**src/rtl/desdec_pkg.sv**
```systemverilog
// Constants and functions for DES decryption: permutation tables, S-boxes,
// the key schedule and the Feistel round function. No dependencies.
package desdec_pkg;

  typedef enum logic {
    ST_IDLE,
    ST_RUN
  } state_e;

  localparam logic [6:0] IP_TAB [64] = '{
    7'd58, 7'd50, 7'd42, 7'd34, 7'd26, 7'd18, 7'd10, 7'd2,
    7'd60, 7'd52, 7'd44, 7'd36, 7'd28, 7'd20, 7'd12, 7'd4,
    7'd62, 7'd54, 7'd46, 7'd38, 7'd30, 7'd22, 7'd14, 7'd6,
    7'd64, 7'd56, 7'd48, 7'd40, 7'd32, 7'd24, 7'd16, 7'd8,
    7'd57, 7'd49, 7'd41, 7'd33, 7'd25, 7'd17, 7'd9,  7'd1,
    7'd59, 7'd51, 7'd43, 7'd35, 7'd27, 7'd19, 7'd11, 7'd3,
    7'd61, 7'd53, 7'd45, 7'd37, 7'd29, 7'd21, 7'd13, 7'd5,
    7'd63, 7'd55, 7'd47, 7'd39, 7'd31, 7'd23, 7'd15, 7'd7
  };

  localparam logic [6:0] FP_TAB [64] = '{
    7'd40, 7'd8, 7'd48, 7'd16, 7'd56, 7'd24, 7'd64, 7'd32,
    7'd39, 7'd7, 7'd47, 7'd15, 7'd55, 7'd23, 7'd63, 7'd31,
    7'd38, 7'd6, 7'd46, 7'd14, 7'd54, 7'd22, 7'd62, 7'd30,
    7'd37, 7'd5, 7'd45, 7'd13, 7'd53, 7'd21, 7'd61, 7'd29,
    7'd36, 7'd4, 7'd44, 7'd12, 7'd52, 7'd20, 7'd60, 7'd28,
    7'd35, 7'd3, 7'd43, 7'd11, 7'd51, 7'd19, 7'd59, 7'd27,
    7'd34, 7'd2, 7'd42, 7'd10, 7'd50, 7'd18, 7'd58, 7'd26,
    7'd33, 7'd1, 7'd41, 7'd9,  7'd49, 7'd17, 7'd57, 7'd25
  };

  localparam logic [5:0] E_TAB [48] = '{
    6'd32, 6'd1,  6'd2,  6'd3,  6'd4,  6'd5,
    6'd4,  6'd5,  6'd6,  6'd7,  6'd8,  6'd9,
    6'd8,  6'd9,  6'd10, 6'd11, 6'd12, 6'd13,
    6'd12, 6'd13, 6'd14, 6'd15, 6'd16, 6'd17,
    6'd16, 6'd17, 6'd18, 6'd19, 6'd20, 6'd21,
    6'd20, 6'd21, 6'd22, 6'd23, 6'd24, 6'd25,
    6'd24, 6'd25, 6'd26, 6'd27, 6'd28, 6'd29,
    6'd28, 6'd29, 6'd30, 6'd31, 6'd32, 6'd1
  };

  localparam logic [5:0] P_TAB [32] = '{
    6'd16, 6'd7,  6'd20, 6'd21, 6'd29, 6'd12, 6'd28, 6'd17,
    6'd1,  6'd15, 6'd23, 6'd26, 6'd5,  6'd18, 6'd31, 6'd10,
    6'd2,  6'd8,  6'd24, 6'd14, 6'd32, 6'd27, 6'd3,  6'd9,
    6'd19, 6'd13, 6'd30, 6'd6,  6'd22, 6'd11, 6'd4,  6'd25
  };

  localparam logic [6:0] PC1_TAB [56] = '{
    7'd57, 7'd49, 7'd41, 7'd33, 7'd25, 7'd17, 7'd9,
    7'd1,  7'd58, 7'd50, 7'd42, 7'd34, 7'd26, 7'd18,
    7'd10, 7'd2,  7'd59, 7'd51, 7'd43, 7'd35, 7'd27,
    7'd19, 7'd11, 7'd3,  7'd60, 7'd52, 7'd44, 7'd36,
    7'd63, 7'd55, 7'd47, 7'd39, 7'd31, 7'd23, 7'd15,
    7'd7,  7'd62, 7'd54, 7'd46, 7'd38, 7'd30, 7'd22,
    7'd14, 7'd6,  7'd61, 7'd53, 7'd45, 7'd37, 7'd29,
    7'd21, 7'd13, 7'd5,  7'd28, 7'd20, 7'd12, 7'd4
  };

  localparam logic [5:0] PC2_TAB [48] = '{
    6'd14, 6'd17, 6'd11, 6'd24, 6'd1,  6'd5,
    6'd3,  6'd28, 6'd15, 6'd6,  6'd21, 6'd10,
    6'd23, 6'd19, 6'd12, 6'd4,  6'd26, 6'd8,
    6'd16, 6'd7,  6'd27, 6'd20, 6'd13, 6'd2,
    6'd41, 6'd52, 6'd31, 6'd37, 6'd47, 6'd55,
    6'd30, 6'd40, 6'd51, 6'd45, 6'd33, 6'd48,
    6'd44, 6'd49, 6'd39, 6'd56, 6'd34, 6'd53,
    6'd46, 6'd42, 6'd50, 6'd36, 6'd29, 6'd32
  };

  // Left rotation per encryption round; decryption undoes them in reverse.
  localparam logic [1:0] ROT_TAB [16] = '{
    2'd1, 2'd1, 2'd2, 2'd2, 2'd2, 2'd2, 2'd2, 2'd2,
    2'd1, 2'd2, 2'd2, 2'd2, 2'd2, 2'd2, 2'd2, 2'd1
  };

  localparam logic [3:0] SBOX [8][64] = '{
    '{4'd14, 4'd4, 4'd13, 4'd1, 4'd2, 4'd15, 4'd11, 4'd8,
      4'd3, 4'd10, 4'd6, 4'd12, 4'd5, 4'd9, 4'd0, 4'd7,
      4'd0, 4'd15, 4'd7, 4'd4, 4'd14, 4'd2, 4'd13, 4'd1,
      4'd10, 4'd6, 4'd12, 4'd11, 4'd9, 4'd5, 4'd3, 4'd8,
      4'd4, 4'd1, 4'd14, 4'd8, 4'd13, 4'd6, 4'd2, 4'd11,
      4'd15, 4'd12, 4'd9, 4'd7, 4'd3, 4'd10, 4'd5, 4'd0,
      4'd15, 4'd12, 4'd8, 4'd2, 4'd4, 4'd9, 4'd1, 4'd7,
      4'd5, 4'd11, 4'd3, 4'd14, 4'd10, 4'd0, 4'd6, 4'd13},
    '{4'd15, 4'd1, 4'd8, 4'd14, 4'd6, 4'd11, 4'd3, 4'd4,
      4'd9, 4'd7, 4'd2, 4'd13, 4'd12, 4'd0, 4'd5, 4'd10,
      4'd3, 4'd13, 4'd4, 4'd7, 4'd15, 4'd2, 4'd8, 4'd14,
      4'd12, 4'd0, 4'd1, 4'd10, 4'd6, 4'd9, 4'd11, 4'd5,
      4'd0, 4'd14, 4'd7, 4'd11, 4'd10, 4'd4, 4'd13, 4'd1,
      4'd5, 4'd8, 4'd12, 4'd6, 4'd9, 4'd3, 4'd2, 4'd15,
      4'd13, 4'd8, 4'd10, 4'd1, 4'd3, 4'd15, 4'd4, 4'd2,
      4'd11, 4'd6, 4'd7, 4'd12, 4'd0, 4'd5, 4'd14, 4'd9},
    '{4'd10, 4'd0, 4'd9, 4'd14, 4'd6, 4'd3, 4'd15, 4'd5,
      4'd1, 4'd13, 4'd12, 4'd7, 4'd11, 4'd4, 4'd2, 4'd8,
      4'd13, 4'd7, 4'd0, 4'd9, 4'd3, 4'd4, 4'd6, 4'd10,
      4'd2, 4'd8, 4'd5, 4'd14, 4'd12, 4'd11, 4'd15, 4'd1,
      4'd13, 4'd6, 4'd4, 4'd9, 4'd8, 4'd15, 4'd3, 4'd0,
      4'd11, 4'd1, 4'd2, 4'd12, 4'd5, 4'd10, 4'd14, 4'd7,
      4'd1, 4'd10, 4'd13, 4'd0, 4'd6, 4'd9, 4'd8, 4'd7,
      4'd4, 4'd15, 4'd14, 4'd3, 4'd11, 4'd5, 4'd2, 4'd12},
    '{4'd7, 4'd13, 4'd14, 4'd3, 4'd0, 4'd6, 4'd9, 4'd10,
      4'd1, 4'd2, 4'd8, 4'd5, 4'd11, 4'd12, 4'd4, 4'd15,
      4'd13, 4'd8, 4'd11, 4'd5, 4'd6, 4'd15, 4'd0, 4'd3,
      4'd4, 4'd7, 4'd2, 4'd12, 4'd1, 4'd10, 4'd14, 4'd9,
      4'd10, 4'd6, 4'd9, 4'd0, 4'd12, 4'd11, 4'd7, 4'd13,
      4'd15, 4'd1, 4'd3, 4'd14, 4'd5, 4'd2, 4'd8, 4'd4,
      4'd3, 4'd15, 4'd0, 4'd6, 4'd10, 4'd1, 4'd13, 4'd8,
      4'd9, 4'd4, 4'd5, 4'd11, 4'd12, 4'd7, 4'd2, 4'd14},
    '{4'd2, 4'd12, 4'd4, 4'd1, 4'd7, 4'd10, 4'd11, 4'd6,
      4'd8, 4'd5, 4'd3, 4'd15, 4'd13, 4'd0, 4'd14, 4'd9,
      4'd14, 4'd11, 4'd2, 4'd12, 4'd4, 4'd7, 4'd13, 4'd1,
      4'd5, 4'd0, 4'd15, 4'd10, 4'd3, 4'd9, 4'd8, 4'd6,
      4'd4, 4'd2, 4'd1, 4'd11, 4'd10, 4'd13, 4'd7, 4'd8,
      4'd15, 4'd9, 4'd12, 4'd5, 4'd6, 4'd3, 4'd0, 4'd14,
      4'd11, 4'd8, 4'd12, 4'd7, 4'd1, 4'd14, 4'd2, 4'd13,
      4'd6, 4'd15, 4'd0, 4'd9, 4'd10, 4'd4, 4'd5, 4'd3},
    '{4'd12, 4'd1, 4'd10, 4'd15, 4'd9, 4'd2, 4'd6, 4'd8,
      4'd0, 4'd13, 4'd3, 4'd4, 4'd14, 4'd7, 4'd5, 4'd11,
      4'd10, 4'd15, 4'd4, 4'd2, 4'd7, 4'd12, 4'd9, 4'd5,
      4'd6, 4'd1, 4'd13, 4'd14, 4'd0, 4'd11, 4'd3, 4'd8,
      4'd9, 4'd14, 4'd15, 4'd5, 4'd2, 4'd8, 4'd12, 4'd3,
      4'd7, 4'd0, 4'd4, 4'd10, 4'd1, 4'd13, 4'd11, 4'd6,
      4'd4, 4'd3, 4'd2, 4'd12, 4'd9, 4'd5, 4'd15, 4'd10,
      4'd11, 4'd14, 4'd1, 4'd7, 4'd6, 4'd0, 4'd8, 4'd13},
    '{4'd4, 4'd11, 4'd2, 4'd14, 4'd15, 4'd0, 4'd8, 4'd13,
      4'd3, 4'd12, 4'd9, 4'd7, 4'd5, 4'd10, 4'd6, 4'd1,
      4'd13, 4'd0, 4'd11, 4'd7, 4'd4, 4'd9, 4'd1, 4'd10,
      4'd14, 4'd3, 4'd5, 4'd12, 4'd2, 4'd15, 4'd8, 4'd6,
      4'd1, 4'd4, 4'd11, 4'd13, 4'd12, 4'd3, 4'd7, 4'd14,
      4'd10, 4'd15, 4'd6, 4'd8, 4'd0, 4'd5, 4'd9, 4'd2,
      4'd6, 4'd11, 4'd13, 4'd8, 4'd1, 4'd4, 4'd10, 4'd7,
      4'd9, 4'd5, 4'd0, 4'd15, 4'd14, 4'd2, 4'd3, 4'd12},
    '{4'd13, 4'd2, 4'd8, 4'd4, 4'd6, 4'd15, 4'd11, 4'd1,
      4'd10, 4'd9, 4'd3, 4'd14, 4'd5, 4'd0, 4'd12, 4'd7,
      4'd1, 4'd15, 4'd13, 4'd8, 4'd10, 4'd3, 4'd7, 4'd4,
      4'd12, 4'd5, 4'd6, 4'd11, 4'd0, 4'd14, 4'd9, 4'd2,
      4'd7, 4'd11, 4'd4, 4'd1, 4'd9, 4'd12, 4'd14, 4'd2,
      4'd0, 4'd6, 4'd10, 4'd13, 4'd15, 4'd3, 4'd5, 4'd8,
      4'd2, 4'd1, 4'd14, 4'd7, 4'd4, 4'd10, 4'd8, 4'd13,
      4'd15, 4'd12, 4'd9, 4'd0, 4'd3, 4'd5, 4'd6, 4'd11}
  };

  // Table positions count from 1 at the most significant bit.
  function automatic logic [63:0] init_perm(input logic [63:0] x);
    logic [63:0] res;
    for (int i = 0; i < 64; i++) begin
      res[6'(63 - i)] = x[6'(7'd64 - IP_TAB[i])];
    end
    return res;
  endfunction

  function automatic logic [63:0] final_perm(input logic [63:0] x);
    logic [63:0] res;
    for (int i = 0; i < 64; i++) begin
      res[6'(63 - i)] = x[6'(7'd64 - FP_TAB[i])];
    end
    return res;
  endfunction

  function automatic logic [55:0] key_pc1(input logic [63:0] k);
    logic [55:0] res;
    for (int i = 0; i < 56; i++) begin
      res[6'(55 - i)] = k[6'(7'd64 - PC1_TAB[i])];
    end
    return res;
  endfunction

  function automatic logic [47:0] key_pc2(input logic [55:0] cd);
    logic [47:0] res;
    for (int i = 0; i < 48; i++) begin
      res[6'(47 - i)] = cd[6'(6'd56 - PC2_TAB[i])];
    end
    return res;
  endfunction

  function automatic logic [47:0] expand(input logic [31:0] r);
    logic [47:0] res;
    for (int i = 0; i < 48; i++) begin
      res[6'(47 - i)] = r[5'(6'd32 - E_TAB[i])];
    end
    return res;
  endfunction

  function automatic logic [31:0] p_perm(input logic [31:0] s);
    logic [31:0] res;
    for (int i = 0; i < 32; i++) begin
      res[5'(31 - i)] = s[5'(6'd32 - P_TAB[i])];
    end
    return res;
  endfunction

  // The S-box row comes from the outer bits of each six-bit group.
  function automatic logic [31:0] feistel(input logic [31:0] r, input logic [47:0] k);
    logic [47:0] x;
    logic [5:0]  six;
    logic [31:0] s;
    x = expand(r) ^ k;
    s = '0;
    for (int i = 0; i < 8; i++) begin
      six = x[47 - 6 * i -: 6];
      s[31 - 4 * i -: 4] = SBOX[i][{six[5], six[0], six[4:1]}];
    end
    return p_perm(s);
  endfunction

  function automatic logic [27:0] rot_right(input logic [27:0] v, input logic [1:0] amt);
    logic [27:0] res;
    if (amt == 2'd2) begin
      res = {v[1:0], v[27:2]};
    end else begin
      res = {v[0], v[27:1]};
    end
    return res;
  endfunction

endpackage

```
**src/rtl/des_block_decrypt_top.sv**
```systemverilog
// DES decryption block: a single Feistel round unit and key schedule stepped
// sixteen times per block. Depends on desdec_pkg.

// One ciphertext block is decrypted under the key in the cipher_key register.
// After a transaction is taken on the input, the round unit steps through the
// Feistel rounds, with the round keys K16 down to K1 produced on the fly by
// rotating the C and D halves of the key right. The plaintext is registered in
// the output register at the end of the last round, and the input is ready
// again in the cycle in which the plaintext appears, so a new block can start
// only once the previous block is done. A result still waiting on the output
// does not block the next block until that block reaches its last round. The
// key must only be written while no block is in progress.
module des_block_decrypt_top (
  input  logic        clk_i,
  input  logic        rst_ni,
  input  logic        cipher_key_we_i,
  input  logic [63:0] cipher_key_i,
  input  logic        in_valid_i,
  output logic        in_ready_o,
  input  logic [63:0] cipher_block_i,
  output logic        out_valid_o,
  input  logic        out_ready_i,
  output logic [63:0] plain_block_o
);

  desdec_pkg::state_e state_q, state_d;

  logic [63:0] key_q;
  logic [31:0] left_q, left_d;
  logic [31:0] right_q, right_d;
  logic [27:0] c_q, c_d;
  logic [27:0] d_q, d_d;
  logic [3:0]  rnd_q, rnd_d;
  logic        out_valid_q, out_valid_d;
  logic [63:0] plain_q, plain_d;

  logic        in_accept;
  logic        last_rnd;
  logic        advance;
  logic [63:0] ip_blk;
  logic [55:0] cd_init;
  logic [47:0] subkey;
  logic [31:0] round_right;
  logic [1:0]  rot_amt;

  assign in_accept   = in_valid_i && (state_q == desdec_pkg::ST_IDLE);
  assign last_rnd    = (rnd_q == 4'd15);
  assign advance     = !(last_rnd && out_valid_q && !out_ready_i);
  assign ip_blk      = desdec_pkg::init_perm(cipher_block_i);
  assign cd_init     = desdec_pkg::key_pc1(key_q);
  assign subkey      = desdec_pkg::key_pc2({c_q, d_q});
  assign round_right = left_q ^ desdec_pkg::feistel(right_q, subkey);
  assign rot_amt     = desdec_pkg::ROT_TAB[~rnd_q];

  always_ff @(posedge clk_i or negedge rst_ni) begin
    if (!rst_ni) begin
      state_q     <= desdec_pkg::ST_IDLE;
      rnd_q       <= '0;
      out_valid_q <= 1'b0;
      key_q       <= '0;
    end else begin
      state_q     <= state_d;
      rnd_q       <= rnd_d;
      out_valid_q <= out_valid_d;
      if (cipher_key_we_i) begin
        key_q <= cipher_key_i;
      end
    end
  end

  always_ff @(posedge clk_i) begin
    left_q  <= left_d;
    right_q <= right_d;
    c_q     <= c_d;
    d_q     <= d_d;
    plain_q <= plain_d;
  end

  always_comb begin
    state_d     = state_q;
    rnd_d       = rnd_q;
    left_d      = left_q;
    right_d     = right_q;
    c_d         = c_q;
    d_d         = d_q;
    plain_d     = plain_q;
    out_valid_d = out_valid_q && !out_ready_i;
    in_ready_o  = 1'b0;
    case (state_q)
      desdec_pkg::ST_IDLE: begin
        in_ready_o = 1'b1;
        if (in_accept) begin
          left_d  = ip_blk[63:32];
          right_d = ip_blk[31:0];
          c_d     = cd_init[55:28];
          d_d     = cd_init[27:0];
          rnd_d   = '0;
          state_d = desdec_pkg::ST_RUN;
        end
      end
      desdec_pkg::ST_RUN: begin
        if (advance) begin
          left_d  = right_q;
          right_d = round_right;
          c_d     = desdec_pkg::rot_right(c_q, rot_amt);
          d_d     = desdec_pkg::rot_right(d_q, rot_amt);
          rnd_d   = rnd_q + 4'd1;
          if (last_rnd) begin
            plain_d     = desdec_pkg::final_perm({round_right, right_q});
            out_valid_d = 1'b1;
            state_d     = desdec_pkg::ST_IDLE;
          end
        end
      end
      default: begin
        state_d = desdec_pkg::ST_IDLE;
      end
    endcase
  end

  assign out_valid_o   = out_valid_q;
  assign plain_block_o = plain_q;

endmodule

```
**config.mk**
```make
export PLATFORM = sky130hd
export DESIGN_NAME = des_block_decrypt_top
export DESIGN_NICKNAME = d
export VERILOG_FILES = /design/src/rtl/desdec_pkg.sv /design/src/rtl/des_block_decrypt_top.sv
export SDC_FILE = /design/constraint.sdc
export NUM_CORES = 1
export LEC_CHECK = 0
export BUFFER_PORTS_ARGS = -buffer_cell sky130_fd_sc_hd__clkbuf_2
export CORE_AREA = 2 2 129 156
export DETAILED_ROUTE_END_ITERATION = 8
export DIE_AREA = 0 0 131 158
export GPL_ROUTABILITY_DRIVEN = 0
export GPL_TIMING_DRIVEN = 0
export PLACE_DENSITY = 0.7
export SLEW_MARGIN = 25
export SYNTH_ARGS = -nofsm -noshare
export SYNTH_HDL_FRONTEND = slang
export SYNTH_SLANG_ARGS = --single-unit
```
**constraint.sdc**
```tcl
create_clock -name clk_i -period 4.9 [get_ports clk_i]
set_clock_uncertainty 0.2 [all_clocks]
set_input_delay 0.735 -clock clk_i [delete_from_list [all_inputs] [get_ports clk_i]]
set_output_delay 0.735 -clock clk_i [all_outputs]
set_load 0.02 [all_outputs]
```
# Word-level counts from Yosys, hierarchy flattened
# Memory sizes are Yosys's and may differ from the RTL's.
# Index checks and enable logic that the tools add are counted.
# word_totals
reg_bits	219
latchBits	0
mem_bits_rw	0
romBits	2080
in_bits	133
output_inout_bits	66
word_cells	95
n_memories	9
# classes
n_addsub	1
multipliers	0
n_div	0
magnitude_cmp	9
n_eq_ne	4
shifts	0
mux	42
n_bitwise	14
reduce_logical	7
# memory_table
memory	depth	width	rd	rd_ports_with_merged_regs	write_ports	line	source
(no name shown)	64	4	1	0	0	desdec_pkg.sv:203	s[31 - 4 * i -: 4] = SBOX[i][{six[5], six[0], six[4:1]}];
(no name shown)	64	4	1	0	0	desdec_pkg.sv:203	
(no name shown)	64	4	1	0	0	desdec_pkg.sv:203	
(no name shown)	64	4	1	0	0	desdec_pkg.sv:203	
(no name shown)	64	4	1	0	0	desdec_pkg.sv:203	
(no name shown)	64	4	1	0	0	desdec_pkg.sv:203	
+3 memories	-	-	-	-	-	-	
# op_table
op	n
$mux W28	5
$mux W32	4
$pmux W28 S2	2
$pmux W32 S2	1
$ge A7 B7 Y1 const B	8
$not A6 Y7	8
$xor A48 B48 Y48	1
$mux W4	9
$xor A32 B32 Y32	1
$mux W3	8
$mux W2	4
$pmux W4 S2	1
$mux W1	7
$ge A5 B5 Y1 const B	1
$not A4 Y5	1
$add A4 B1 Y4 const B	1
$eq A4 B4 Y1 const B	1
$logic_and A1 B1 Y1	4
$ne A2 B2 Y1 const B	2
$not A4 Y4	1
$reduce_and A3 Y1	1
$eq A2 B2 Y1 const B	1
$not A1 Y1	2
$pmux W1 S2	1
other kinds (2)	2

# Longest topological paths before layout
# depth
word_depth	9
mapped_depth	9
ltp_nobuf	9

# Least setup slack after synthesis
# OpenSTA, ideal clock, no wires.
# synth_timing
kind	input to register
start	in out_ready_i
end	reg c_q[0], enable pin
setup_ns	0.932
arrival_time_ns	3.023
required_ns	3.768
slack_ns	0.744
cell_stages	3
n_path_buf	0
path_cell_list	nand2b_1 > o21ai_0 > nand2_1
# synth_between
elab_chain_cells	4
# synth_rtl
item	line	source
start, declared	des_block_decrypt_top.sv:22	input logic out_ready_i,
$logic_not A1 Y1	des_block_decrypt_top.sv:48	assign advance = !(last_rnd && out_valid_q && !out_ready_i);
$logic_and A1 B1 Y1	des_block_decrypt_top.sv:48	
$ne A2 B2 Y1 (no source line)	-	
$reduce_and A2 Y1 (no source line)	-	
end signal, assigned	des_block_decrypt_top.sv:74	c_q <= c_d;
end, declared	des_block_decrypt_top.sv:31	logic [27:0] c_q, c_d;
# No other way between the ends.
# A chain may end at the register's enable or synchronous reset.

# Worst setup path after layout
# layout_timing
start	reg state_q
end	out in_ready_o
# layout_between
elab_chain_cells	1
# layout_rtl
item	line	source
start, declared	des_block_decrypt_top.sv:26	desdec_pkg::state_e state_q, state_d;
start signal, assigned	des_block_decrypt_top.sv:57	state_q <= desdec_pkg::ST_IDLE;
start signal, assigned	des_block_decrypt_top.sv:62	state_q <= state_d;
$mux W1	des_block_decrypt_top.sv:89	case (state_q)
end, declared	des_block_decrypt_top.sv:19	output logic in_ready_o,
# No other way between the ends.

==> flow_summary.toml <==
[status]
status = "completed"

[pwr]
internal_power_mw = 5.12
p_total_mw = 8.92
pwr-share-clk_pct = 14.3
p_switching_mw = 3.80
leakagePower_nw = 4.38
power_density_nw_per_um2 = 855
p_seq_share_pct = 31.7
p_sw_share_pct = 42.6
combinationalPowerShare_pct = 54.0
ir_worst_vdd_mv = 0.329

[synthesis]
synth_seq_cells = 162
seq_area_frac_synth_pct = 52.7
yosys.area.top_type = "edfxtp_1"
synth_warnings = 0
synth_area_leaders = "edfxtp_1 (42%), dfrtp_1 (11%), nand2_1 (5.7%)"
async_flop_share_pct = 23.5
synth-compound-area-share_pct = 8.97
netlist.area_leader.share_pct = 42.0
muxShareOfSynthArea_pct = 9.25
synth_ff_type = "edfxtp_1"
synth-simple-area-share_pct = 11.5
synth_area_um2 = 8870
synth.avg_cell_area_um2 = 11.1
synth_top_family_by_area = "simple AND/OR/NAND/NOR gates"
synth_adder_area_share_pct = 4.37
synthXorXnorAreaFrac_pct = 6.94
synth.distinct_cells = 55
syn_inst = 797
synth_edf_count = 124

[worst_setup_path]
crit_path_start_kind = "flop"
r2r_start = "right_q[4]"
worstSetupPathType = "flop to output pin"
worstPathRequired_ns = 3.96
r2r.worst_path.cells = 7
worstReg2RegEnd = "right_q[0]"
worstPathMaxFanout = 10
rrSetupSlack_ns = 1.52
endpoint_kind = "output pin"
arrival_ns = 2.45

[clock_network]
cts_max_path_buffers = 2
path_clk_slew_ns = 0.07
cts-root-buf = "clkbuf_16"
cts_tree = "done"
cts_resized = 0
post_cts_buffers = 0
postCtsHoldBufs = 0
cts_sinks = 162
clkLatencyLatePin_ns = 0.43
cts_made_buffers = 17
cts_htree_levels = 4

[route]
wl_per_cell_um = 16.0
routed_via_density = 5.20
ant_nets = 0
drt_wl_total_mm = 19.5
vias = 6348
drt_pass1_iterations = 5
drt-initial-drc-count = 607
drc = 0

[sta]
fin_crit_ns = 3.38
hold_viol = 0
setup_ws_ns = 1.52
rsz0062_at_grt = "no"
worstMarginPinSlew_ns = 0.920
setup_viol = 0
fmax_ghz = 0.295
slew_violations = 0
period_share_pct = 69.1
slew-limit-headroom_pct = 38.2

[layout]
final_nets = 1111
diodes = 0
fill_cells = 1673
final_common_cell = "nand2_1"
final_cell_mix = "nand2_1 (133), edfxtp_1 (124), clkbuf_2 (88)"
drive_above_1_share_pct = 22.8
syn2layout_area_growth_pct = 17.6

[placement]
hpwlAfterDp_mm = 14.3
pre_cts_slack_ns = 1.54
io_buffers = 89

[grt]
grt_pass1_vias = 5858
grt_pass1_wl_mm = 30.5
grt_overflow = 0
antenna_found_initial = 0
grt_max_degree = 49
grt.total_usage_pct = 19.3

[die]
die_y_um = 158
rows = 56
die_w_um = 131
fp.dieArea_um2 = 20700
start_util_pct = 46.0
core_area_um2 = 19300
ios = 199

[job]
maxCapViolCount = 0

[hold_path]
min_path_type = "input port to asynchronous set/reset pin"
## power by group through the flow
stage | Combinational, mW | Clock (mW) | Sequential, mW
after global placement | 4.62 | 0 | 2.88
final | 4.81 | 1.28 | 2.83
after detailed placement | 4.76 | 0 | 2.85
after CTS | 4.80 | 1.29 | 2.83
after floorplan | 3.79 | 0 | 2.73
after global routing | 5.33 | 1.35 | 2.89
## cell families (layout without fill, tap and decap cells)
family                   after synthesis  after routing
AO/OA/AOI/OAI                        123            123
XOR/XNOR                              67             67
adder cells (fa/ha/maj)               31             31
buffers and inverters                102            226
flip-flops                           162            162
multiplexers                          69             69
other                                  1             40
AND/OR/NAND/NOR                      242            242
## how the worst max path moves through the flow
| stage | to | depth (start not counted) | startpoint | slack [ns] |
|---|---|---|---|---|
| 2_1_floorplan | c_q[0] | 3 | out_ready_i | 0.74 |
| 3_3_place_gp | c_q[16] | 4 | out_ready_i | -0.57 |
| 3_5_place_dp | right_q[0] | 7 | right_q[4] | 1.54 |
| 4_1_cts | in_ready_o | 4 | state_q | 1.45 |
| 5_1_grt | in_ready_o | 4 | state_q | 1.37 |
| 6_report | in_ready_o | 4 | state_q | 1.52 |
## synthesized netlist by cell type, types with 2 or more instances
master      n
nor2_1     53
o211ai_1    7
nand4_1     5
nor3_1     10
buf_1      10
inv_1      25
a31oi_1    34
nand2b_1    4
and3_1      3
a311oi_1    4
nand2_1   134
mux2i_1    22
edfxtp_1  124
mux2_2     41
buf_4      40
a21oi_1    37
o21ai_0    11
dfrtp_1    38
ha_1       31
a21o_1      3
xor2_1     26
mux4_2      5
xnor2_1    38
xor2_2      2
nor2b_1    13
a211oi_1    4
clkbuf_1   22
a221oi_1    2
o311ai_0    3
a32oi_1     3
nand3_1    16
o31ai_1     4
## worst max-delay path, stage by stage (launching register included)
cell and delay (ns):
dfrtp_1 0.48, clkinv_1 0.25, clkbuf_1 0.59, buf_1 0.43, clkbuf_2 0.25
## per-layer routing
metal	vias up	track usage (%)	wire length [µm]
li1	3060	-	-
met4	0	5.78	272
met3	25	3.85	1240
met5	-	0	0
met2	244	32.2	9470
met1	3019	25.4	8540
## state kept, by name, indices dropped and copies added, names as in the netlist
name / flops
out_valid_o: 1
key_q: 32
c_q: 28
state_q: 1
left_q: 16
d_q: 28
rnd_q: 4
right_q: 28
plain_block_o: 24
## through the flow
stage | cells | utilization (%) | TNS, ns | hold slack (ns) | area [µm²]
after floorplan | 836 | - | 0 | 0.200 | 9020
after global placement | 1186 | 50.8 | -56.52 | 0.202 | 9790
after detailed placement | 1189 | 51.2 | 0 | 0.206 | 9870
after CTS | 1221 | 54.1 | 0 | 0.222 | 10400
after global routing | 1221 | 54.1 | 0 | 0.230 | 10400
final | 1221 | 54.1 | 0 | 0.196 | 10400
## final cells by class
| cell class | instances | area (µm²) | share of cell area, % |
|---|---|---|---|
| plain buffers | 75 | 454 | 4.35 |
| clock buffers | 20 | 468 | 4.48 |
| clock inverters | 12 | 93.8 | 0.899 |
| inverters | 27 | 101 | 0.971 |
| multi-input cells | 572 | 3800 | 36.4 |
| flip-flops and latches | 162 | 4670 | 44.8 |
| well taps | 261 | 327 | 3.13 |
| repair buffers | 92 | 513 | 4.92 |
No activity file was read; power rests on OpenSTA's default activity.
